$ cat config.mk
export PLATFORM = sky130hd
export DESIGN_NAME = i2c_target_ranging_register_file_core
export DESIGN_NICKNAME = d
export VERILOG_FILES = /design/src/rtl/i2c_trf_pkg.sv /design/src/rtl/i2c_trf_meas.sv /design/src/rtl/i2c_trf_regs.sv /design/src/rtl/i2c_trf_bus.sv /design/src/rtl/i2c_target_ranging_register_file_core.sv
export SDC_FILE = /design/constraint.sdc
export NUM_CORES = 2
export LEC_CHECK = 0
export BUFFER_PORTS_ARGS = -buffer_cell sky130_fd_sc_hd__buf_2
export CORE_MARGIN = 2
export CORE_UTILIZATION = 43
export DETAILED_ROUTE_END_ITERATION = 12
export PLACE_DENSITY = 0.57
export SLEW_MARGIN = 20
export SYNTH_ARGS = -nofsm -noshare
export SYNTH_HDL_FRONTEND = slang
export SYNTH_SLANG_ARGS = --single-unit
$ cat constraint.sdc
create_clock -name clk -period 12.5 [get_ports clk]
set_input_delay 2.5 -clock clk [delete_from_list [all_inputs] [get_ports clk]]
set_output_delay 2.5 -clock clk [all_outputs]
set_load 0.01 [all_outputs]
$ cat src/rtl/i2c_trf_pkg.sv
// i2c_trf_pkg: shared types, bus phase codes and register addresses for the
// ranging register file I2C target. No dependencies.
`timescale 1ns / 1ps

package i2c_trf_pkg;

  typedef struct packed {
    logic        scl;
    logic        sda;
    logic        ms_tick;
    logic [15:0] distance_mm;
  } sample_t;

  typedef struct packed {
    logic sda_pull_low;
    logic interrupt_pending;
    logic measuring;
  } result_t;

  // register file access requested by the bus side in one beat
  typedef struct packed {
    logic       wr;
    logic [7:0] addr;
    logic [7:0] data;
    logic       start;
    logic       status_clr;
  } bus_req_t;

  localparam logic [3:0] PH_IDLE      = 4'd0;
  localparam logic [3:0] PH_ADDR      = 4'd1;
  localparam logic [3:0] PH_ADDR_ACK  = 4'd2;
  localparam logic [3:0] PH_REG       = 4'd3;
  localparam logic [3:0] PH_REG_ACK   = 4'd4;
  localparam logic [3:0] PH_WDATA     = 4'd5;
  localparam logic [3:0] PH_WDATA_ACK = 4'd6;
  localparam logic [3:0] PH_RDATA     = 4'd7;
  localparam logic [3:0] PH_RDATA_ACK = 4'd8;

  localparam logic [7:0] RG_START    = 8'h00;
  localparam logic [7:0] RG_STATUS   = 8'h13;
  localparam logic [7:0] RG_DIST_HI  = 8'h1E;
  localparam logic [7:0] RG_DIST_LO  = 8'h1F;
  localparam logic [7:0] RG_MODEL_ID = 8'hC0;
  localparam logic [7:0] RG_REV_ID   = 8'hC2;
  localparam logic [7:0] RG_ID_FLAG  = 8'h84;

  localparam logic [7:0] MODEL_ID_VAL = 8'hEE;
  localparam logic [7:0] REV_ID_VAL   = 8'h10;
  localparam logic [7:0] ID_FLAG_VAL  = 8'h01;
  localparam logic [7:0] STATUS_DONE  = 8'h07;
  localparam logic [7:0] START_CMD    = 8'h01;
  localparam logic [15:0] DIST_RESET  = 16'd1000;

  localparam logic [7:0] CFG_OWN_ADDRESS   = 8'd0;
  localparam logic [7:0] CFG_MEASURE_TICKS = 8'd1;

  localparam logic [6:0]  OWN_ADDRESS_RESET   = 7'd41;
  localparam logic [15:0] MEASURE_TICKS_RESET = 16'd75;

  // contents of a register file entry that was never written
  function automatic logic [7:0] reset_byte(input logic [7:0] addr);
    logic [7:0] v;
    case (addr)
      RG_MODEL_ID: v = MODEL_ID_VAL;
      RG_REV_ID:   v = REV_ID_VAL;
      RG_ID_FLAG:  v = ID_FLAG_VAL;
      default:     v = 8'h00;
    endcase
    return v;
  endfunction

endpackage

$ cat src/rtl/i2c_trf_meas.sv
// i2c_trf_meas: measurement timer, counts millisecond ticks up to the
// programmed length. Depends on i2c_trf_pkg.
`timescale 1ns / 1ps

module i2c_trf_meas
  import i2c_trf_pkg::*;
(
  input  logic        clk,
  input  logic        rst,
  input  logic        step,
  input  logic        ms_tick,
  input  logic [15:0] measure_ticks,
  input  logic        start,
  output logic        done,
  output logic        busy_next
);

  logic        busy;
  logic [15:0] elapsed;
  logic [15:0] elapsed_mid;
  logic [15:0] elapsed_next;
  logic        counting;

  assign counting    = busy && ms_tick;
  // saturating count
  assign elapsed_mid = (elapsed == 16'hFFFF) ? elapsed : 16'(elapsed + 16'd1);
  assign done        = counting && (elapsed_mid >= measure_ticks);

  always_comb begin
    busy_next    = busy;
    elapsed_next = elapsed;
    if (counting) begin
      elapsed_next = elapsed_mid;
    end
    if (done) begin
      busy_next = 1'b0;
    end
    if (start) begin
      busy_next    = 1'b1;
      elapsed_next = 16'd0;
    end
  end

  always_ff @(posedge clk) begin
    if (rst) begin
      busy    <= 1'b0;
      elapsed <= 16'd0;
    end else if (step) begin
      busy    <= busy_next;
      elapsed <= elapsed_next;
    end
  end

  a_start_restarts: assert property (@(posedge clk) disable iff (rst)
    step && start |=> busy && (elapsed == 16'd0))
    else $error("measurement start did not restart the timer");

endmodule

$ cat src/rtl/i2c_trf_regs.sv
// i2c_trf_regs: register file memory plus the status and distance registers
// that the timer updates. Depends on i2c_trf_pkg.
`timescale 1ns / 1ps

module i2c_trf_regs
  import i2c_trf_pkg::*;
#(
  parameter int REG_COUNT = 256
)
(
  input  logic        clk,
  input  logic        rst,
  input  logic        step,
  input  bus_req_t    req,
  input  logic        done,
  input  logic [15:0] distance_mm,
  input  logic [7:0]  pointer,
  output logic        status_done_mid,
  output logic        irq_next,
  output logic [7:0]  ptr_byte
);

  localparam int AW = $clog2(REG_COUNT);

  logic [7:0]           mem [REG_COUNT];
  logic [REG_COUNT-1:0] vld;
  logic [7:0]           status;
  logic [15:0]          distance;
  logic [7:0]           status_mid;
  logic [7:0]           status_next;
  logic [15:0]          dist_mid;
  logic [15:0]          dist_next;
  logic                 ptr_in_range;
  logic                 wr_in_range;
  logic                 mem_we;
  logic [7:0]           rd_mem;
  logic                 rd_vld;
  logic [7:0]           rd_rst;

  assign status_mid      = done ? STATUS_DONE : status;
  assign dist_mid        = done ? distance_mm : distance;
  assign status_done_mid = (status_mid == STATUS_DONE);

  always_comb begin
    status_next = status_mid;
    dist_next   = dist_mid;
    if (req.wr && req.addr == RG_STATUS) begin
      status_next = req.data;
    end
    if (req.status_clr) begin
      status_next = 8'h00;
    end
    if (req.wr && req.addr == RG_DIST_HI) begin
      dist_next[15:8] = req.data;
    end
    if (req.wr && req.addr == RG_DIST_LO) begin
      dist_next[7:0] = req.data;
    end
  end

  assign irq_next = (status_next == STATUS_DONE);

  always_ff @(posedge clk) begin
    if (rst) begin
      status   <= 8'h00;
      distance <= DIST_RESET;
    end else if (step) begin
      status   <= status_next;
      distance <= dist_next;
    end
  end

  assign ptr_in_range = ({1'b0, pointer} < 9'(REG_COUNT));
  assign wr_in_range  = ({1'b0, req.addr} < 9'(REG_COUNT));
  assign mem_we       = step && req.wr && wr_in_range;

  always_ff @(posedge clk) begin
    if (mem_we) begin
      mem[req.addr[AW-1:0]] <= req.data;
    end
    rd_mem <= mem[pointer[AW-1:0]];
  end

  // written entries, an unwritten one reads its reset contents
  always_ff @(posedge clk) begin
    if (rst) begin
      vld <= '0;
    end else if (mem_we) begin
      vld[req.addr[AW-1:0]] <= 1'b1;
    end
  end

  // registered lookups; pointer is stable before a read byte is shifted out
  always_ff @(posedge clk) begin
    rd_vld <= vld[pointer[AW-1:0]];
    rd_rst <= reset_byte(pointer);
  end

  always_comb begin
    if (!ptr_in_range) begin
      ptr_byte = 8'h00;
    end else if (pointer == RG_STATUS) begin
      ptr_byte = status_next;
    end else if (pointer == RG_DIST_HI) begin
      ptr_byte = dist_next[15:8];
    end else if (pointer == RG_DIST_LO) begin
      ptr_byte = dist_next[7:0];
    end else if (rd_vld) begin
      ptr_byte = rd_mem;
    end else begin
      ptr_byte = rd_rst;
    end
  end

  a_done_sets_status: assert property (@(posedge clk) disable iff (rst)
    step && done && !req.wr && !req.status_clr |=> status == STATUS_DONE)
    else $error("completion did not set status");

  a_start_clears_status: assert property (@(posedge clk) disable iff (rst)
    step && req.start |=> status == 8'h00)
    else $error("measurement start did not clear status");

endmodule

$ cat src/rtl/i2c_trf_bus.sv
// i2c_trf_bus: oversampled I2C target state machine, START/STOP detection,
// address match, pointer and data bytes. Depends on i2c_trf_pkg.
`timescale 1ns / 1ps

module i2c_trf_bus
  import i2c_trf_pkg::*;
(
  input  logic       clk,
  input  logic       rst,
  input  logic       step,
  input  logic       scl,
  input  logic       sda,
  input  logic [6:0] own_address,
  input  logic       status_done_mid,
  input  logic [7:0] ptr_byte,
  output bus_req_t   req,
  output logic [7:0] pointer,
  output logic       pull_low
);

  logic [3:0] phase;
  logic [3:0] phase_next;
  logic [3:0] bit_cnt;
  logic [3:0] bit_cnt_next;
  logic [3:0] bit_cnt_inc;
  logic [7:0] shift_byte;
  logic [7:0] shift_byte_next;
  logic [7:0] pointer_next;
  logic       read_mode;
  logic       read_mode_next;
  logic       scl_last;
  logic       sda_last;
  logic       start_cond;
  logic       stop_cond;
  logic       scl_rise;
  logic       scl_fall;
  logic       rd_bit;

  assign start_cond  = scl && scl_last && sda_last && !sda;
  assign stop_cond   = scl && scl_last && !sda_last && sda;
  assign scl_rise    = !scl_last && scl;
  assign scl_fall    = scl_last && !scl;
  assign bit_cnt_inc = 4'(bit_cnt + 4'd1);

  always_comb begin
    phase_next      = phase;
    bit_cnt_next    = bit_cnt;
    shift_byte_next = shift_byte;
    pointer_next    = pointer;
    read_mode_next  = read_mode;
    req             = '0;
    if (start_cond) begin
      phase_next      = PH_ADDR;
      bit_cnt_next    = 4'd0;
      shift_byte_next = 8'h00;
    end else if (stop_cond) begin
      phase_next = PH_IDLE;
    end else if (scl_rise) begin
      case (phase)
        PH_ADDR, PH_REG, PH_WDATA: begin
          if (!bit_cnt[3]) begin
            shift_byte_next = {shift_byte[6:0], sda};
            bit_cnt_next    = bit_cnt_inc;
          end
        end
        PH_RDATA_ACK: begin
          shift_byte_next = {7'd0, sda};
        end
        default: begin
        end
      endcase
    end else if (scl_fall) begin
      case (phase)
        PH_ADDR: begin
          if (bit_cnt[3]) begin
            if (shift_byte[7:1] == own_address) begin
              read_mode_next = shift_byte[0];
              phase_next     = PH_ADDR_ACK;
            end else begin
              phase_next = PH_IDLE;
            end
          end
        end
        PH_ADDR_ACK: begin
          bit_cnt_next    = 4'd0;
          shift_byte_next = 8'h00;
          phase_next      = read_mode ? PH_RDATA : PH_REG;
        end
        PH_REG: begin
          if (bit_cnt[3]) begin
            pointer_next = shift_byte;
            phase_next   = PH_REG_ACK;
          end
        end
        PH_REG_ACK, PH_WDATA_ACK: begin
          bit_cnt_next    = 4'd0;
          shift_byte_next = 8'h00;
          phase_next      = PH_WDATA;
        end
        PH_WDATA: begin
          if (bit_cnt[3]) begin
            req.wr = 1'b1;
            req.addr = pointer;
            // start command leaves register 0 at zero and clears status
            if (pointer == RG_START && shift_byte == START_CMD) begin
              req.data       = 8'h00;
              req.start      = 1'b1;
              req.status_clr = 1'b1;
            end else begin
              req.data = shift_byte;
            end
            pointer_next = 8'(pointer + 8'd1);
            phase_next   = PH_WDATA_ACK;
          end
        end
        PH_RDATA: begin
          bit_cnt_next = bit_cnt_inc;
          if (bit_cnt_inc[3]) begin
            // reading the completion code clears it
            if (pointer == RG_STATUS && status_done_mid) begin
              req.status_clr = 1'b1;
            end
            pointer_next    = 8'(pointer + 8'd1);
            shift_byte_next = 8'h01;
            phase_next      = PH_RDATA_ACK;
          end
        end
        PH_RDATA_ACK: begin
          if (shift_byte[0]) begin
            phase_next = PH_IDLE;
          end else begin
            bit_cnt_next = 4'd0;
            phase_next   = PH_RDATA;
          end
        end
        default: begin
        end
      endcase
    end
  end

  // pointer does not move in a beat that ends in the read data phase
  assign rd_bit = ptr_byte[3'd7 - bit_cnt_next[2:0]];

  always_comb begin
    case (phase_next)
      PH_ADDR_ACK, PH_REG_ACK, PH_WDATA_ACK: pull_low = 1'b1;
      PH_RDATA:                              pull_low = !rd_bit;
      default:                               pull_low = 1'b0;
    endcase
  end

  always_ff @(posedge clk) begin
    if (rst) begin
      phase      <= PH_IDLE;
      bit_cnt    <= 4'd0;
      shift_byte <= 8'h00;
      pointer    <= 8'h00;
      read_mode  <= 1'b0;
      scl_last   <= 1'b1;
      sda_last   <= 1'b1;
    end else if (step) begin
      phase      <= phase_next;
      bit_cnt    <= bit_cnt_next;
      shift_byte <= shift_byte_next;
      pointer    <= pointer_next;
      read_mode  <= read_mode_next;
      scl_last   <= scl;
      sda_last   <= sda;
    end
  end

  a_pointer_holds: assert property (@(posedge clk) disable iff (rst)
    !step |=> $stable(pointer))
    else $error("register pointer moved without a line sample");

  a_stop_idles: assert property (@(posedge clk) disable iff (rst)
    step && stop_cond |=> phase == PH_IDLE)
    else $error("stop condition did not return the target to idle");

endmodule

$ cat src/rtl/i2c_target_ranging_register_file_core.sv
// i2c_target_ranging_register_file_core: top level of the ranging register
// file I2C target. Depends on i2c_trf_pkg, i2c_trf_meas, i2c_trf_regs, i2c_trf_bus.
`timescale 1ns / 1ps

// Usage
//   sample channel: one beat per system clock while sample_ready is high
//   carries the sampled SCL and SDA levels, the millisecond tick and the
//   current distance. Each beat is one oversampling step of the bus.
//   result channel: one beat per sample beat with the SDA pull-down request,
//   the interrupt flag (status register holds the completion code) and the
//   measuring flag, all as they stand after that sample.
//   cfg channel: index 0 own_address, index 1 measure_ticks; write only
//   while no result is outstanding. cfg_ready is always high.
// Timing: a result appears in the cycle after its sample beat; one sample
// beat per cycle while the result side does not stall, set by the single
// registered step of the bus state machine and the register file memory with
// one write port and one registered read port.
// Reset (rst, synchronous): bus idle, lines taken as high, timer stopped,
// register file back to its id contents via per-entry valid flags, no
// clearing pass, distance back to its reset value. When the result side
// stalls, sample_ready drops and the result register holds its beat until taken.

module i2c_target_ranging_register_file_core
  import i2c_trf_pkg::*;
#(
  parameter int REG_COUNT = 256
)
(
  input  logic        clk,
  input  logic        rst,
  input  logic        sample_valid,
  output logic        sample_ready,
  input  sample_t     sample,
  output logic        result_valid,
  input  logic        result_ready,
  output result_t     result,
  input  logic        cfg_valid,
  output logic        cfg_ready,
  input  logic [7:0]  cfg_index,
  input  logic [15:0] cfg_data
);

  logic [6:0]  own_address;
  logic [15:0] measure_ticks;
  logic        step;
  bus_req_t    req;
  logic        done;
  logic        busy_next;
  logic        status_done_mid;
  logic        irq_next;
  logic [7:0]  ptr_byte;
  logic [7:0]  pointer;
  logic        pull_low;

  assign cfg_ready    = 1'b1;
  assign sample_ready = !rst && (!result_valid || result_ready);
  assign step         = sample_valid && sample_ready;

  always_ff @(posedge clk) begin
    if (rst) begin
      own_address   <= OWN_ADDRESS_RESET;
      measure_ticks <= MEASURE_TICKS_RESET;
    end else if (cfg_valid) begin
      case (cfg_index)
        CFG_OWN_ADDRESS:   own_address   <= cfg_data[6:0];
        CFG_MEASURE_TICKS: measure_ticks <= cfg_data;
        default: begin
        end
      endcase
    end
  end

  i2c_trf_meas u_meas (
    .clk           (clk),
    .rst           (rst),
    .step          (step),
    .ms_tick       (sample.ms_tick),
    .measure_ticks (measure_ticks),
    .start         (req.start),
    .done          (done),
    .busy_next     (busy_next)
  );

  i2c_trf_regs #(
    .REG_COUNT (REG_COUNT)
  ) u_regs (
    .clk             (clk),
    .rst             (rst),
    .step            (step),
    .req             (req),
    .done            (done),
    .distance_mm     (sample.distance_mm),
    .pointer         (pointer),
    .status_done_mid (status_done_mid),
    .irq_next        (irq_next),
    .ptr_byte        (ptr_byte)
  );

  i2c_trf_bus u_bus (
    .clk             (clk),
    .rst             (rst),
    .step            (step),
    .scl             (sample.scl),
    .sda             (sample.sda),
    .own_address     (own_address),
    .status_done_mid (status_done_mid),
    .ptr_byte        (ptr_byte),
    .req             (req),
    .pointer         (pointer),
    .pull_low        (pull_low)
  );

  always_ff @(posedge clk) begin
    if (rst) begin
      result_valid <= 1'b0;
    end else if (step) begin
      result_valid <= 1'b1;
    end else if (result_ready) begin
      result_valid <= 1'b0;
    end
  end

  always_ff @(posedge clk) begin
    if (step) begin
      result.sda_pull_low      <= pull_low;
      result.interrupt_pending <= irq_next;
      result.measuring         <= busy_next;
    end
  end

  a_step_gives_result: assert property (@(posedge clk) disable iff (rst)
    step |=> result_valid)
    else $error("sample beat produced no result beat");

endmodule
Word-level counts from Yosys, hierarchy flattened. Memory sizes are Yosys's and may differ from the RTL's. A register that Yosys moved wholly into a read port is not among the register bits. Cells that the tools add are included.

Bits in writable memories: 2048. Input bits: 48. ROM bits: 0. Word-level logic and storage cells: 186. Output and inout bits: 6. Bits in latches: 0. Memories kept: 1. Bits in registers: 360.

Add/subtract/negate cells: 4. Divide/modulo/power cells: 0. Reductions and logical operators: 45. Shift operators: 0. Multiply operators: 0. Order comparisons: 5. Bitwise logic cells: 4. Eq/ne operators: 36. Muxes and demuxes: 70.

Memories: u_regs.mem (depth 256, width 8, rd ports 1, clocked after Yosys merged registers in 1, wr ports 1, RTL line i2c_trf_regs.sv:25) `logic [7:0] mem [REG_COUNT];`.

Operator list (number): 256-bit OR (1); 8-bit 2-to-1 mux (19); 19-bit 2-to-1 mux (5); 16-bit 2-to-1 mux (4); 4-bit 2-to-1 mux (15); 8-bit by 5-bit == test with 1-bit output (second input constant) (6); 8-bit case mux with 3 select lines (2); 8-bit case mux with 2 select lines (2); 4-bit by 3-bit == test with 1-bit output (second input constant) (7); 4-bit case mux with 7 select lines (1); 8-bit == test (second input constant) (3); 1-bit logical AND (18); 8-bit by 9-bit < comparator with 1-bit output (second input constant) (2); 18-bit 2-to-1 mux (1); 16-bit by 1-bit adder with 16-bit output (second input constant) (1); 16-bit == test (second input constant) (1); 8-bit by 1-bit == test with 1-bit output (second input constant) (2); 8-bit by 3-bit == test with 1-bit output (second input constant) (2); 16-bit greater-or-equal comparator (1); 8-bit logical NOT (2); 4-bit by 2-bit == test with 1-bit output (second input constant) (3); 4-bit case mux with 3 select lines (1); 1-bit 2-to-1 mux (11); 9-bit AND reduction (1); 32 further kinds (53).

Logic depth before layout (Yosys ltp).
Depth after elaboration: 24. Mapped depth: 20. Depth with buffers taken out: 17.

By module. Synthesis repeated with hierarchy kept, for this count alone.

Cells, all modules: 5657. Area total of the unflattened synthesis: 96062.1 um^2.

By module, submodules not included: i2c_trf_regs (cells each 4999, seq. area each 67344.6 um^2, instances 1, area an instance 90974.8 um^2); i2c_trf_bus (cells each 323, seq. area each 540.5 um^2, instances 1, area an instance 2321.0 um^2); i2c_trf_meas (cells each 218, seq. area each 340.3 um^2, instances 1, area an instance 1641.6 um^2); i2c_target_ranging_register_file_core (cells each 117, seq. area each 570.5 um^2, instances 1, area an instance 1124.8 um^2).

Worst setup path after synthesis. OpenSTA, ideal clock, no wires.

Kind: input to register. Start point: input sample[18] (netlist bit). End point: register result[2] (netlist bit), data pin. Arrival time: 10.719 ns. Data required time: 12.223 ns. Setup slack: 1.504 ns. Buffers on the path: 2. Library setup time: 0.277 ns. Stages on the path: 12. Cell sequence: ha_1 -> nand2b_1 -> clkbuf_1 -> a21oi_1 -> nand2_1 -> clkbuf_1 -> nor2_1 -> nor2_1 -> a211oi_1 -> o31ai_1 -> a211oi_1 -> o211ai_1.

RTL lines: start, declared (RTL line i2c_target_ranging_register_file_core.sv:33) `input sample_t sample,`; end, declared (RTL line i2c_target_ranging_register_file_core.sv:36) `output result_t result,`.

Worst setup path after layout.
Start point: input sample[18] (netlist bit). End point: memory u_regs.mem[8][1], enable pin.

Word-level cells in the longest chain between the ends: 9. Elaborated cells on any way between the ends: 15. Those cells by class: mux: 6; reduce/logical: 9.

Ends and longest elaborated chain: 1-bit logical NOT (RTL line i2c_trf_bus.sv:42) `assign scl_fall = scl_last && !scl;`; 1-bit logical AND (RTL line i2c_trf_bus.sv:42); 19-bit 2-to-1 mux (RTL line i2c_trf_bus.sv:72) `end else if (scl_fall) begin`; 19-bit 2-to-1 mux (RTL line i2c_trf_bus.sv:58) `end else if (scl_rise) begin`; 19-bit 2-to-1 mux (RTL line i2c_trf_bus.sv:56) `end else if (stop_cond) begin`; 19-bit 2-to-1 mux * (RTL line i2c_trf_bus.sv:52) `if (start_cond) begin`; 1-bit logical AND (RTL line i2c_trf_regs.sv:75) `assign mem_we = step && req.wr && wr_in_range;`; 1-bit 2-to-1 mux (RTL line i2c_trf_regs.sv:78) `if (mem_we) begin`; 1-bit 2-to-1 mux (implied by the code) (RTL line i2c_trf_regs.sv:79) `mem[req.addr[AW-1:0]] <= req.data;`; end, declared (RTL line i2c_trf_regs.sv:25).

Every way passes the cells marked *; elsewhere a longest branch is shown, timed or not.

==> qor.csv <==
metric;value;unit
layout-drive-gt1-share;0.262;
gp_congestion;0.841;
syn_area;94800;um2
synth.largest_area_cell;edfxtp_1;
yosys_register_bits;2411;
power_per_cell_area;151;nW/um2
postCtsSetupRepairBufs;0;
hold_vio_cnt_final;0;
numPortBuffers;52;
power.static_leakage;30.9;nW
flow.area_growth_from_synthesis;12.7;%
ys.warnings.count;0;
worst_setup_skew_after_layout;0.0319;ns
cpMaxStageDelayCell;nor2_2;
clock-root-buffer;clkbuf_16;
status;finished, final reports clean;
row_count;172;
power.ir.vdd_worst;0.122;mV
cts_hold_buffers;0;
rsz0062_at_grt;no;
period_share;0.520;
wl_met1;106000;um
setup_total_negative_slack;0;ns
holdPathStages;1;
route.antenna.remaining_nets;0;
via_count;48300;
fmaxAchievable;0.154;GHz
slew_headroom;0.221;
postRouteWirelength;250000;um
drt_first_iter_violations;5863;
grt.total_usage;0.222;
setup.worst_path.start_class;input pin;
setup.worst_path.class;input pin to flip-flop;
top_signal_layer_used;met4;
layout.filler_cells;17700;
maxSlewViolCount;0;
route.detailed.drc;0;
dr_wl_met3;18800;um
finalSetupViolations;0;
crit_fanout;14;
synth_most_common_cell;edfxtp_1;
critical-path-max-stage-delay;0.85;ns
cp_data_required_time;12.99;ns
synth_enable_flop_cells;2051;
synth_ff_type;edfxtp_1;
path_depth;10;
die_height;473;um
timing.critical_path.buf_inv;3;
synth.net_count;4940;
post_cts_resize_count;0;
cts.reportedPaths.clkPinSlew;0.06;ns
route.met2.wl;119000;um
start_util;0.432;
first_pass_grt_wire_length;357000;um
crit_path_cell_trace;buf_2 > ha_1 > nand2b_1 > a21oi_1 > buf_4 > nand2_1 > nor2_2 > nand3_2 > buf_4 > a21oi_1;
netlist_top_cells_area;edfxtp_1 65%, mux4_2 18%, dfxtp_1 7.6%;
rr_worst_depth;9;
max-cap-violations;0;
post_synth_arst_share;0;
clock_latency;0.89;ns
vias_per_cell;6.00;
die_x;473;um
worst_ep_arrival_time;6.98;ns
post_synth_num_cell_types;75;
coreArea;219000;um2
grt.overflow.total;0;
cts_buffer_depth;3;
dp_hpwl;150000;um
max_slew.worst_pin.slew;1.17;ns
cts_sinks;2411;
final_hold_slack;0.457;ns
yosys-top-cells-count;2,051 x edfxtp_1, 763 x mux4_2, 535 x nor2_1;
htree_num_levels;4;
crit_family;simple AND/OR/NAND/NOR gates;
number_of_cells_produced_by_synthesis;4867;
die_area;224000;um2
avgSynthCellArea;19.5;um2
drt-wirelength-per-cell;31.0;um
grt_max_degree;175;
antenna_violations_before_repair;12;
numCtsBuffers;239;
io_pins;54;
worstHoldPathType;flip-flop to flip-flop;
end_kind;flip-flop;
yosysTopAreaCellShare;0.650;
period_minus_slack;6.49;ns
drtPass1Iterations;6;
grt_pass1_vias;48000;
finalNetCount;5032;
tritoncts_clock_tree;done;
synth_sequential_area_ratio;0.726;
## logic make-up (layout without fill, tap and decap cells)
group	Yosys count	in the layout	synth area share
other	1	8	0.0000396
and+or+nand+nor	860	860	0.0387
adders and majority gates	25	25	0.00330
DFF	2411	2411	0.726
buffers and inverters	336	646	0.0145
xor gates and xnor gates	21	21	0.00194
muxes	799	799	0.185
AOI/OAI and AO/OA	414	414	0.0303
## worst reg2reg max path: stages, from the launching register on
cell and delay (ns):
dfxtp_4 0.85, buf_4 0.73, buf_4 0.76, buf_4 0.88, mux4_2 0.70, mux4_2 0.56
mux4_2 0.61, mux2i_1 0.24, a21oi_1 0.17, a221o_1 0.32
## area by class of cell
| cell class | instances | area (um2) | area share |
|---|---|---|---|
| Sequential cell | 2411 | 68800 | 0.645 |
| Inverter | 35 | 139 | 0.00130 |
| Antenna cell | 7 | 17.5 | 0.000164 |
| Multi-Input combinational cell | 2120 | 24700 | 0.232 |
| Clock buffer | 323 | 6660 | 0.0624 |
| Timing Repair Buffer | 152 | 1180 | 0.0111 |
| Tap cell | 2871 | 3590 | 0.0337 |
| Clock inverter | 136 | 1590 | 0.0149 |
## power by group
part | internal (mW) | total (mW) | switching (mW) | leakage [nW]
sequential | 8.60 | 8.60 | 0.00404 | 20.7
combinational | 0.0206 | 0.0802 | 0.0596 | 6.18
clock | 4.40 | 7.48 | 3.09 | 4.06
total | 13.0 | 16.2 | 3.15 | 30.9
## flip-flops by register name (all words and copies together), names as in the netlist, 3 cells and up
register and count:
u_regs.mem 2048, u_regs.vld 256, measure_ticks 16, u_meas.elapsed 16
u_regs.distance 16, u_bus.pointer 8, u_bus.shift_byte 8, u_regs.rd_mem 8
u_regs.status 8, own_address 7, u_bus.bit_cnt 4, u_bus.phase 4
result 3, u_regs.rd_rst 3
## routing by layer
layer | track usage | vias up
li1 | - | 20000
met1 | 0.322 | 26000
met2 | 0.350 | 1986
met4 | 0.0569 | 0
met5 | 0 | -
met3 | 0.0412 | 320
## worst paths after layout
check | from | endpoint | slack, ns
setup / recovery | sample[18] | u_regs.mem[8][1]$_DFFE_PP_ | 6.01
hold / removal | u_regs.vld[118]$_SDFFE_PP0P_ | u_regs.vld[118]$_SDFFE_PP0P_ | 0.46
setup reg to reg | u_bus.pointer[0]$_SDFFE_PP0P_ | u_regs.rd_mem[4]$_DFF_P_ | 6.56
hold reg to reg | u_regs.vld[118]$_SDFFE_PP0P_ | u_regs.vld[118]$_SDFFE_PP0P_ | 0.46
## cell usage in the layout, fill, tap and decap left out, types with 33 or more instances in the layout
cell	synthesis	layout
a21oi_1	61	61
buf_2	64	51
buf_4	4	87
clkbuf_1	205	53
clkbuf_16	0	244
clkinv_2	0	58
dfxtp_1	360	354
edfxtp_1	2051	2051
inv_1	35	34
mux2i_1	33	33
mux4_2	763	763
nand2_1	122	121
nand3_1	66	55
nor2_1	535	525
o21a_1	165	165
o21ai_0	62	62
## through the flow
step	std cells	power (mW)	utilization	instance area [um2]	worst slack (ns)
after global placement	7585	8.85	0.449	98400	4.82
after floorplan	4867	8.82	-	94800	1.50
after global routing	8049	16.6	0.487	107000	5.81
after detailed placement	7586	8.85	0.449	98400	5.21
after CTS	8045	16.3	0.486	107000	6.14
final	8055	16.2	0.487	107000	6.01
No activity file was read; power rests on OpenSTA's default activity.
